===== src/mmt_pkg.sv =====
// shared types, constants and helpers for the two-way mac match table
package mmt_pkg;

   // table geometry
   localparam int BUCKETS  = 1024;
   localparam int ROW_BITS = (BUCKETS > 1) ? $clog2(BUCKETS) : 1;

   // field widths
   localparam int MODE_W   = 2;
   localparam int BUCKET_W = 10;
   localparam int MAC_W    = 48;
   localparam int RES_W    = 16;
   localparam int STATUS_W = 2;

   // operation codes
   localparam logic [MODE_W-1:0] MODE_ADD    = 2'd0;
   localparam logic [MODE_W-1:0] MODE_LOOKUP = 2'd1;
   localparam logic [MODE_W-1:0] MODE_REMOVE = 2'd2;

   // result status codes
   localparam logic [STATUS_W-1:0] STAT_OK   = 2'd0;
   localparam logic [STATUS_W-1:0] STAT_MISS = 2'd1;
   localparam logic [STATUS_W-1:0] STAT_ZERO = 2'd2;

   // one slot: mac key and result, result zero marks it empty
   typedef struct packed {
      logic [MAC_W-1:0] mac;
      logic [RES_W-1:0] res;
   } slot_type;

   // one bucket row holds both ways
   typedef struct packed {
      slot_type way1;
      slot_type way0;
   } row_type;

   // controller to datapath commands
   typedef struct packed {
      logic                load;
      logic                commit;
      logic                clear;
      logic [ROW_BITS-1:0] clr_row;
   } cmd_type;

   // datapath to controller status
   typedef struct packed {
      logic rsp_busy;
   } stat_type;

   // bucket index modulo BUCKETS by conditional subtraction of shifted copies
   function automatic logic [ROW_BITS-1:0] bucket_wrap(input logic [BUCKET_W-1:0] b);
      logic [31:0] r;
      r = 32'(b);
      for (int k = BUCKET_W - 1; k >= 0; k--) begin
         if (r >= (32'(BUCKETS) << k)) begin
            r = r - (32'(BUCKETS) << k);
         end
      end
      return r[ROW_BITS-1:0];
   endfunction

endpackage


===== src/mmt_ctrl.sv =====
// controller: reset clearing sweep, item accept and commit sequencing
module mmt_ctrl (
   input  logic             clock,
   input  logic             reset,
   input  logic             req_valid,
   output logic             req_ready,
   input  mmt_pkg::stat_type stat,
   output mmt_pkg::cmd_type  cmd
);
   import mmt_pkg::*;

   localparam logic [1:0] S_CLEAR = 2'd0;
   localparam logic [1:0] S_IDLE  = 2'd1;
   localparam logic [1:0] S_EXEC  = 2'd2;

   logic [1:0]          state_ff;
   logic [1:0]          state_in;
   logic [ROW_BITS-1:0] clr_row_ff;
   logic [ROW_BITS-1:0] clr_row_in;

   // next state and commands
   always_comb begin
      state_in    = state_ff;
      clr_row_in  = clr_row_ff;
      cmd         = '0;
      cmd.clr_row = clr_row_ff;
      unique case (state_ff)
         S_CLEAR: begin
            cmd.clear = 1'b1;
            if (clr_row_ff == ROW_BITS'(BUCKETS - 1)) begin
               state_in = S_IDLE;
            end else begin
               clr_row_in = clr_row_ff + 1'b1;
            end
         end
         S_IDLE: begin
            if (req_valid) begin
               cmd.load = 1'b1;
               state_in = S_EXEC;
            end
         end
         S_EXEC: begin
            if (!stat.rsp_busy) begin
               cmd.commit = 1'b1;
               state_in   = S_IDLE;
            end
         end
         default: begin
            state_in = S_IDLE;
         end
      endcase
   end

   assign req_ready = (state_ff == S_IDLE);

   // state registers
   always_ff @(posedge clock) begin
      if (reset) begin
         state_ff   <= S_CLEAR;
         clr_row_ff <= '0;
      end else begin
         state_ff   <= state_in;
         clr_row_ff <= clr_row_in;
      end
   end

endmodule


===== config.mk =====
export PLATFORM = sky130hd
export DESIGN_NAME = mmt_ctrl
export DESIGN_NICKNAME = d
export VERILOG_FILES = /design/src/mmt_pkg.sv /design/src/mmt_ctrl.sv
export SDC_FILE = /design/constraint.sdc
export NUM_CORES = 1
export LEC_CHECK = 0
export ABC_AREA = 1
export BUFFER_PORTS_ARGS = -buffer_cell sky130_fd_sc_hd__buf_4
export CAP_MARGIN = 10
export CORE_MARGIN = 2
export CORE_UTILIZATION = 30
export CTS_BUF_LIST = sky130_fd_sc_hd__clkbuf_16
export DETAILED_ROUTE_END_ITERATION = 12
export PLACE_DENSITY = 0.5
export SYNTH_ARGS = -nofsm -noshare
export SYNTH_HDL_FRONTEND = slang
export SYNTH_SLANG_ARGS = --single-unit

===== constraint.sdc =====
create_clock -name clock -period 1.9 [get_ports clock]
set_input_delay 0 -clock clock [delete_from_list [all_inputs] [get_ports clock]]
set_output_delay 0 -clock clock [all_outputs]
set_load 0.01 [all_outputs]

==> key figures <==
Routing
  – Post-route ant nets: 0
  – WL per Instance: 10.97 microns
  – Iter 0 DRT Violations: 24
  – Routed Wire Length: 1601 microns
  – DRC Markers: 0
  – Number of vias per cell: roughly 4.5
  – Total number of vias: 656
  – Drt pass-1 iters: 4

Placed design
  – GP Congestion: between 0.8 and 0.9
  – Number of port buffers: 17
  – DP HPWL: 1203 microns
  – DP Worst Slack: 0.4060 ns

GRT
  – First-pass GRT wire length: 2697 microns
  – Total track usage: 0.1402
  – Largest net degree at the start of global routing: 10
  – Initial antenna violation count: 0
  – Vias in the first global route: 600
  – GR Overflow Total: 0

Synth
  – YS warnings: 0
  – Main area contributors after synthesis: dfxtp_1 35%, nand2_1 12%, inv_1 8.8%, nor2_1 6.1%, nor2_4 5.0%
  – Average cell area after synthesis: 7.090 sq um
  – Gate Count Post-Synth: 96
  – Post-synth top area cell: dfxtp_1
  – Mux contribution to synthesized area: 0
  – Syn nets: 101
  – Synth Area in Compound Gates: 0.1048
  – Unique masters post-synth: 20
  – Adder-Cell Fraction of Synth Area: 0.01838
  – Area share of the largest cell type after synthesis: 0.3529
  – Largest family of logic cells by synthesized area: simple AND/OR/NAND/NOR gates
  – Sequential area share after synthesis: 0.3529
  – XOR/XNOR Fraction of Synth Area: 0.02574
  – Simple-Gate Fraction of Synth Area: 0.3971
  – Synthesized area: 680.7 sq um
  – Synth Register Bits: 12

Min path
  – HP Class: input port to flop

Clock network
  – Clock latency on the worst-skew pair: 0.24 ns
  – Clock transition at the registers of the reported paths: 0.04 ns
  – Deepest clock path buffer count: 2
  – CTS Buf Count: 3
  – # Post-CTS Setup Buffers: 0
  – Htree depth: 1
  – Root Driver: clkbuf_16
  – CTS tree: done
  – Clk sinks: 12
  – Post-CTS Resized: 0

Floorplanning
  – Initial core utilization: 0.3137
  – Die Height: 51.63 microns
  – Row count: 17
  – Top-level I/O count: 18
  – Die Width: 51.63 microns
  – Total core area: 2170 sq um
  – DIE AREA: 2666 sq um

STA
  – Final Max Slew Viols: 0
  – Min cycle time layout: around 1.5 ns
  – Worst Skew: slightly below 0.002 ns
  – Worst setup margin: 0.3831 ns
  – Fin crit share: 0.7984
  – # setup viols final: 0
  – Slew headroom: 0.8260
  – Setup_tns: 0 ns
  – Hold Fails Final Rpt: 0
  – RSZ-0062 raised after global routing: false
  – Achievable Freq: 659.2 MHz
  – Slew of the pin with the lowest slew margin: roughly 0.26 ns

Finish
  – Commonest non-fill, non-tap cells in the layout: 22 x nand2_1, 17 x buf_4, 16 x inv_1, 12 x dfxtp_1, 11 x nor2_1
  – Proportion of layout cells with a drive suffix above 1: 0.2542
  – Area grow syn2layout: 36.95%
  – Most common cell after layout, fill and taps aside: nand2_1
  – N_diodes: 0
  – Fillcell total: 232
  – Nets: 124

Pwr
  – Leak: 0.4077 nW
  – Final Power: 0.0006981 W
  – Power Dens Cells: 748.9 nW/um^2
  – Max VDD drop: 0.5769 mV

Run
  – Max-Cap Viols: 0

Worst setup path
  – Worst setup SP type: flop
  – Req. time, crit path: 2.08 ns
  – Crit end category: flop
  – Worst Path Arrival: 1.69 ns
  – Max Fanout on Critical Path: 9
  – CP Class: flop to flop

Run status
  – Status: finished, final reports clean
==> flip-flops by register name, indices dropped and copies added, names as in the netlist <==
register	cells
state_ff	2
clr_row_ff	10
==> stage by stage <==
stage                     utilization  hold WS, ns  std cells  instance area, sq um
after global placement         0.3887       0.2132        141                 843.3
after detailed placement       0.3887       0.2119        141                 843.3
after global routing           0.4296       0.1574        146                 932.1
after floorplan                     -      0.04753         96                 680.7
final                          0.4296       0.1216        146                 932.1
after CTS                      0.4296       0.1226        146                 932.1
==> report_power, final <==
part | leakage, nW | switching [W] | internal (W)
Combinational | 0.272 | 0.0000190 | 0.0000192
Sequential | 0.0973 | 0.0000100 | 0.000259
Clock | 0.0385 | 0.000114 | 0.000277
Total | 0.408 | 0.000143 | 0.000555
==> final timing paths <==
kind,from,endpoint,slack (ns),depth (start not counted)
max reg2reg,clr_row_ff[0],clr_row_ff[5],0.38,9
min reg2reg,clr_row_ff[8],clr_row_ff[8],0.50,2
min,req_valid,state_ff[1],0.12,5
max,clr_row_ff[0],clr_row_ff[5],0.38,9
==> worst max-delay path: stages, from the launching register on <==
cell and delay (ns):
dfxtp_1 0.46, ha_1 0.24, nand2_2 0.08, nor2_4 0.16, nand3_4 0.13, nand2_8 0.12, inv_6 0.05, nand2_2 0.05
nand2_1 0.06, a21oi_2 0.11
==> cell usage after synthesis, drive strengths merged <==
master,n
nor3,1
nand3,5
ha,1
nand4,5
a21oi,7
xor2,2
nor2,15
nand2,25
inv,17
o21bai,1
o21ai,5
dfxtp,12
==> layout make-up <==
class                      count  area, sq um  area share
multi-input combinational     67        371.6      0.3987
sequential                    12        240.2      0.2577
timing repair buffer          18        137.6      0.1477
clock buffer                   3        75.07     0.08054
inverter                      17        68.82     0.07383
tap                           28        35.03     0.03758
clock inverter                 1        3.754    0.004027
==> what timing repair did <==
item                                   4_1_cts  5_1_grt
endpoints found under the hold margin        5        0
setup endpoints to repair                    0        0
hold buffers                                 1        0
==> kinds of logic (layout without fill, tap and decap cells) <==
logic type | after synthesis | count (layout)
simple gates | 51 | 51
buf+inv | 17 | 39
compound gates | 13 | 13
flops | 12 | 12
xor+xnor | 2 | 2
fa+ha+maj | 1 | 1
==> routing by layer <==
| metal | wire (microns) | GRT usage |
|---|---|---|
| met1 | 733 | 0.1582 |
| met4 | 29 | 0.07018 |
| met5 | 0 | 0 |
| met2 | 733 | 0.2286 |
| met3 | 104 | 0.05460 |
(Power assumes the default switching activity.)
